[config.mk]
export PLATFORM = sky130hd
export DESIGN_NAME = tgrc_ctrl
export DESIGN_NICKNAME = d
export VERILOG_FILES = /design/src/sv/tgrc_pkg.sv /design/src/sv/tgrc_ctrl.sv
export SDC_FILE = /design/constraint.sdc
export NUM_CORES = 1
export LEC_CHECK = 0
export ABC_CLOCK_PERIOD_IN_PS = 1500
export BUFFER_PORTS_ARGS = -buffer_cell sky130_fd_sc_hd__buf_2
export CORE_AREA = 2 2 39 41
export CTS_CLUSTER_DIAMETER = 30
export DETAILED_ROUTE_END_ITERATION = 12
export DIE_AREA = 0 0 41 43
export PLACE_DENSITY = 0.39
export SYNTH_ARGS = -nofsm -noshare
export SYNTH_HDL_FRONTEND = slang
export SYNTH_SLANG_ARGS = --single-unit
[constraint.sdc]
create_clock -name clk -period 1.5 [get_ports clk]
set_input_delay 0.3 -clock clk [delete_from_list [all_inputs] [get_ports clk]]
set_output_delay 0.3 -clock clk [all_outputs]
set_load 0.01 [all_outputs]
[src/sv/tgrc_pkg.sv]
`timescale 1ns / 1ps

package tgrc_pkg;

    // Fixed field widths of the channel payloads.
    localparam int CELL_ROW_W = 4;
    localparam int CELL_COL_W = 5;
    localparam int COORD_W    = 16;
    localparam int SIZE_W     = 15;
    // Signed width that holds a rectangle's far edge, x + w - 1.
    localparam int SPAN_W     = 18;

    // Item actions.
    localparam logic ACT_WRITE = 1'b0;
    localparam logic ACT_QUERY = 1'b1;

    // Request payload: one cell write or one rectangle query.
    typedef struct packed {
        logic                       action;
        logic [CELL_ROW_W-1:0]      cell_row;
        logic [CELL_COL_W-1:0]      cell_col;
        logic                       solid;
        logic signed [COORD_W-1:0]  rect_x;
        logic signed [COORD_W-1:0]  rect_y;
        logic [SIZE_W-1:0]          rect_w;
        logic [SIZE_W-1:0]          rect_h;
    } req_t;

    // Response payload.
    typedef struct packed {
        logic hit;
    } rsp_t;

    // Commands from the controller to the datapath.
    typedef struct packed {
        logic in_ready;
        logic capture;
        logic row_rd;
        logic row_wr;
        logic scan_step;
        logic load_out;
    } cmd_t;

    // Status from the datapath to the controller.
    typedef struct packed {
        logic req_valid;
        logic req_query;
        logic wr_in_grid;
        logic scan_last;
        logic out_free;
    } status_t;

endpackage

[src/sv/tgrc_ctrl.sv]
`timescale 1ns / 1ps

module tgrc_ctrl (
    input  logic              clk,
    input  logic              rst_n,
    input  tgrc_pkg::status_t status,
    output tgrc_pkg::cmd_t    cmd
);

    localparam logic [2:0] S_IDLE  = 3'd0;
    localparam logic [2:0] S_WR_RD = 3'd1;
    localparam logic [2:0] S_WR_WR = 3'd2;
    localparam logic [2:0] S_SCAN  = 3'd3;
    localparam logic [2:0] S_DRAIN = 3'd4;
    localparam logic [2:0] S_DONE  = 3'd5;

    logic [2:0] state_reg;
    logic [2:0] state_next;

    // State register.
    always_ff @(posedge clk or negedge rst_n)
    begin
        if (!rst_n)
        begin
            state_reg <= S_IDLE;
        end
        else
        begin
            state_reg <= state_next;
        end
    end

    // Next state and command decode.
    always_comb
    begin
        state_next = state_reg;
        cmd        = '0;
        unique case (state_reg)
            S_IDLE:
            begin
                cmd.in_ready = 1'b1;
                if (status.req_valid)
                begin
                    cmd.capture = 1'b1;
                    state_next  = status.req_query ? S_SCAN : S_WR_RD;
                end
            end
            S_WR_RD:
            begin
                // Writes outside the grid are dropped.
                if (status.wr_in_grid)
                begin
                    cmd.row_rd = 1'b1;
                    state_next = S_WR_WR;
                end
                else
                begin
                    state_next = S_IDLE;
                end
            end
            S_WR_WR:
            begin
                cmd.row_wr = 1'b1;
                state_next = S_IDLE;
            end
            S_SCAN:
            begin
                cmd.row_rd    = 1'b1;
                cmd.scan_step = 1'b1;
                if (status.scan_last)
                begin
                    state_next = S_DRAIN;
                end
            end
            S_DRAIN:
            begin
                state_next = S_DONE;
            end
            S_DONE:
            begin
                if (status.out_free)
                begin
                    cmd.load_out = 1'b1;
                    state_next   = S_IDLE;
                end
            end
            default:
            begin
                state_next = S_IDLE;
            end
        endcase
    end

    // A row write always follows the read of that row.
    a_wr_after_rd: assert property (@(posedge clk) disable iff (!rst_n)
        cmd.row_wr |-> $past(cmd.row_rd))
        else $error("row write without preceding row read");

    // A result is never loaded in the cycle right after an item is taken.
    a_no_early_result: assert property (@(posedge clk) disable iff (!rst_n)
        cmd.capture |=> !cmd.load_out)
        else $error("result loaded too early");

endmodule

Word level (Yosys, flattened, before mapping) --
Index checks and enable logic that the tools add are counted.
Word-level totals: input bits 7, register bits 3, logic and storage cells 25
Operators by class: mux-type cells 14, reduce and logical (&&, ||, !) cells 2, equal/unequal tests 8
Operator list (count):
- $pmux W3 S5 | 1
- $mux W3 | 3
- $eq A3 B2 Y1 const B | 2
- $eq A3 B3 Y1 const B | 2
- $mux W1 | 6
- $mux W2 | 3
- $ne A2 B2 Y1 const B | 3
- $eq A3 B1 Y1 const B | 1
- $logic_not A3 Y1 | 1
- $reduce_and A3 Y1 | 1
- $pmux W1 S2 | 1

Logic depth before layout (Yosys ltp) --
depth in word-level cells 3, gate-level depth with buffers 4, gate-level depth less buffers 3

Worst setup path before layout --
Ideal clock, no wire load.
path type register -> register, start register state_reg[0], end register state_reg[0], data required time 1.375 ns, path slack 0.147 ns, library setup time 0.125 ns, data arrival time 1.228 ns, stages on the path, launching flop included 5, path through dfrtp_1 buf_6 and4bb_4 a211oi_2 mux2_4
On the way: longest elaborated chain between the ends 3, elaborated cells on any way between the ends 10, classes of those cells eq/ne (7); mux (1); reduce/logical (2)
RTL lines:
- start, declared | line tgrc_ctrl.sv:17 | logic [2:0] state_reg;
- start signal, assigned | line tgrc_ctrl.sv:29 | state_reg <= state_next;
- $eq A3 B2 Y1 (tied with other cells) | line tgrc_ctrl.sv:38 | unique case (state_reg)
- $ne A2 B2 Y1 (no source line)
- $reduce_and A3 Y1 (no source line)
Parallel ways exist; a longest one is shown, timed or not. A chain may end at the register's enable or synchronous reset.

==> results.md <==
* DRC Markers at 0
* Fin cells at 58
* RSZ-0062 raised after global routing: yes
* Max Root-Sink Buffers at 2
* Placed cell area at 314.1 sq um
* Placed Cells at 51
* Initial DRC count at 0
* Worst Hold Class: primary input to flop
* Min Hold Slack at 0.3349 ns
* DR WL/cell at a little under 10 um
* Max Cap Violations at 0
* N_diodes at 0
* CP arrival at 1.14 ns
* Critical Path Fanout Max at 8
* Reg2reg start: state_reg[0]$_DFFE_PN0P_
* Worst-Margin Slew at 0.3333 ns
* Top FF cell, synth: dfrtp_1
* Worst min-delay path startpoint: status[1]
* R2R cell count at 4
* CTS buffer count at 3
* Multi-input gate area at 160.2 sq um
* Die W at 41 um
* Chip height at 43 um
* Register area share after synthesis at 30.15%
* Vias at 240
* Root Buffer: clkbuf_4
* # setup viols final at 0
* Startpoint Class: flop
* Crit path time final at 1.436 ns
* IO Count at 13
* Power Dens Cells at between 2000 and 2500 mW/mm^2
* Overall routing resource usage at around 7.8%
* Max rail drop VDD at between 700 and 800 uV
* Share of layout cells above drive strength 1 at 64.29%
* Crit. Startpoint: state_reg[1]$_DFFE_PN0P_
* Vias per inst at 4.138
* Mapped Cells at 24
* Reg2Reg Capture Point: state_reg[0]$_DFFE_PN0P_
* Synth Net Count at 31
* Crit Path Class: flop to output pin
* Asr flop ratio synth at 100.0%
* Hold Vio Cnt, Final at 0
* Normalized max-slew margin at 77.59%
* Gr ovfl total at 0
* Synth top area cells: dfrtp_1 30%, buf_6 9.0%, and4bb_4 6.5%
* Starting Density at 17.99%
* FMAX at between 0.6 and 0.7 GHz
* PortBufs at 12
* Max reg flops at 3
* Final count of pins violating max slew at 0
* R2R setup slack at 0.11 ns
* Unique masters post-synth at 18
* Rows at 14
* # fillers at 162
* H-tree depth at 1
* LEAKAGE at 0.1800 nW
* First-pass GRT wire length at slightly above 800 um
* Mapped Area at between 200 and 250 sq um
* Synth top area share at 30.15%
* Clk_lat worst skew at 0.24 ns
* DIE AREA at 0.001763 sq mm
* Flops & latches, synth at 3
* Mean Syn Cell Area at 10.37 sq um
* GPL Wtd Cong at 0.7084
* CTS tree: yes
* Largest net degree at the start of global routing at 10
* Top-count cell post-synth: dfrtp_1
* Cell accounting for the most synthesized area: dfrtp_1
* Count of nets after finishing at 50
* Clk_skew at a little over 0.002 ns
* Post-synth top cells: 3 x dfrtp_1, 2 x and2_1, 2 x buf_6, 2 x nor2b_1, 2 x nor3_1
* Status: completed
* Design Area, Final at 381.6 sq um
* Hold EP: state_reg[2]$_DFFE_PN0P_
* Syn. warnings at 0
* Final HPWL DP at 437.3 um
* Worst-path clk slew at 0.04 ns
* Antenna violations before repair at 0
* Drt total wl at 559 um
* Clock tree sinks at 3
* Core box area at 0.001384 sq mm
* Hold Path Stages at 2
* Fin crit share at a little over nine tenths
* Number of synthesized flops with an enable pin at 0
* Crit. End Element: output pin
* Worst EP required at approximately 1.2 ns
* P&R area growth vs syn at 53.27%
* FF+latch area at 78.83 sq um
* First-pass DRT Iterations at 1
* Vias in the first global route at 194
* Post-DRT Antenna Nets at 0
[power by group]
part	total (mW)	internal [mW]	switching (mW)
clock network	0.144	0.0998	0.0442
logic	0.446	0.267	0.179
registers	0.224	0.130	0.0933
[metrics by stage]
step	util [%]	total power [mW]	setup TNS, ns	setup WS, ns
finish	27.58	0.8133	0	0.06382
global route	27.58	0.8781	-0.008820	-0.008820
detailed placement	22.69	0.5915	0	0.07078
floorplan	-	0.5089	0	0.1473
global placement	22.69	0.5909	0	0.1091
CTS	26.31	0.7798	-0.01785	-0.01785
[routing by layer]
layer	track usage [%]	wire length [um]
met1	8.766	234
met2	9.063	273
met3	4.712	38
met4	8.000	13
met5	0	0
[worst max-delay path, cell delays in order, from the launching register on]
cell and delay [ns]:
dfrtp_2 0.45, buf_4 0.16, o21a_1 0.17, buf_2 0.13
[cells in the final DEF, fill, tap and decap left out, types with 2 or more instances in the layout]
master / count
clkbuf_4: 3
buf_4: 3
and2_1: 2
buf_2: 12
dfrtp_2: 3
[layout make-up]
| type | instances | share of cell area (%) |
|---|---|---|
| inverters | 1 | 0.9836 |
| repair buffers | 16 | 24.26 |
| multi-input cells | 18 | 41.97 |
| clock buffers | 4 | 6.885 |
| well taps | 16 | 5.246 |
| flip-flops and latches | 3 | 20.66 |
[how the worst max path moves through the flow]
stage / cells after the start / slack [ns] / end
after CTS: 3 / -0.02 / cmd[4]
final: 3 / 0.06 / cmd[3]
after global placement: 3 / 0.11 / state_reg[0]$_DFFE_PN0P_
after global routing: 3 / -0.009 / cmd[4]
after detailed placement: 3 / 0.07 / state_reg[0]$_DFFE_PN0P_
after floorplan: 4 / 0.15 / state_reg[0]$_DFFE_PN0P_
[what timing repair did]
item | in CTS | in global routing
hold buffers | 1 | 0
endpoints found under the setup margin | 4 | 5
buffers inserted | 0 | 2
hold endpoints to repair | 3 | 0
pin swaps | 0 | 2
gates resized for setup | 4 | 2
[logic make-up after synthesis]
family	count (synthesis)	synth area share, %
and+or+nand+nor	12	34.17
DFF	3	30.15
muxes	2	10.05
buffers and inverters	3	10.55
AOI/OAI and AO/OA	4	15.08
Power figures use the tool's default switching activity.
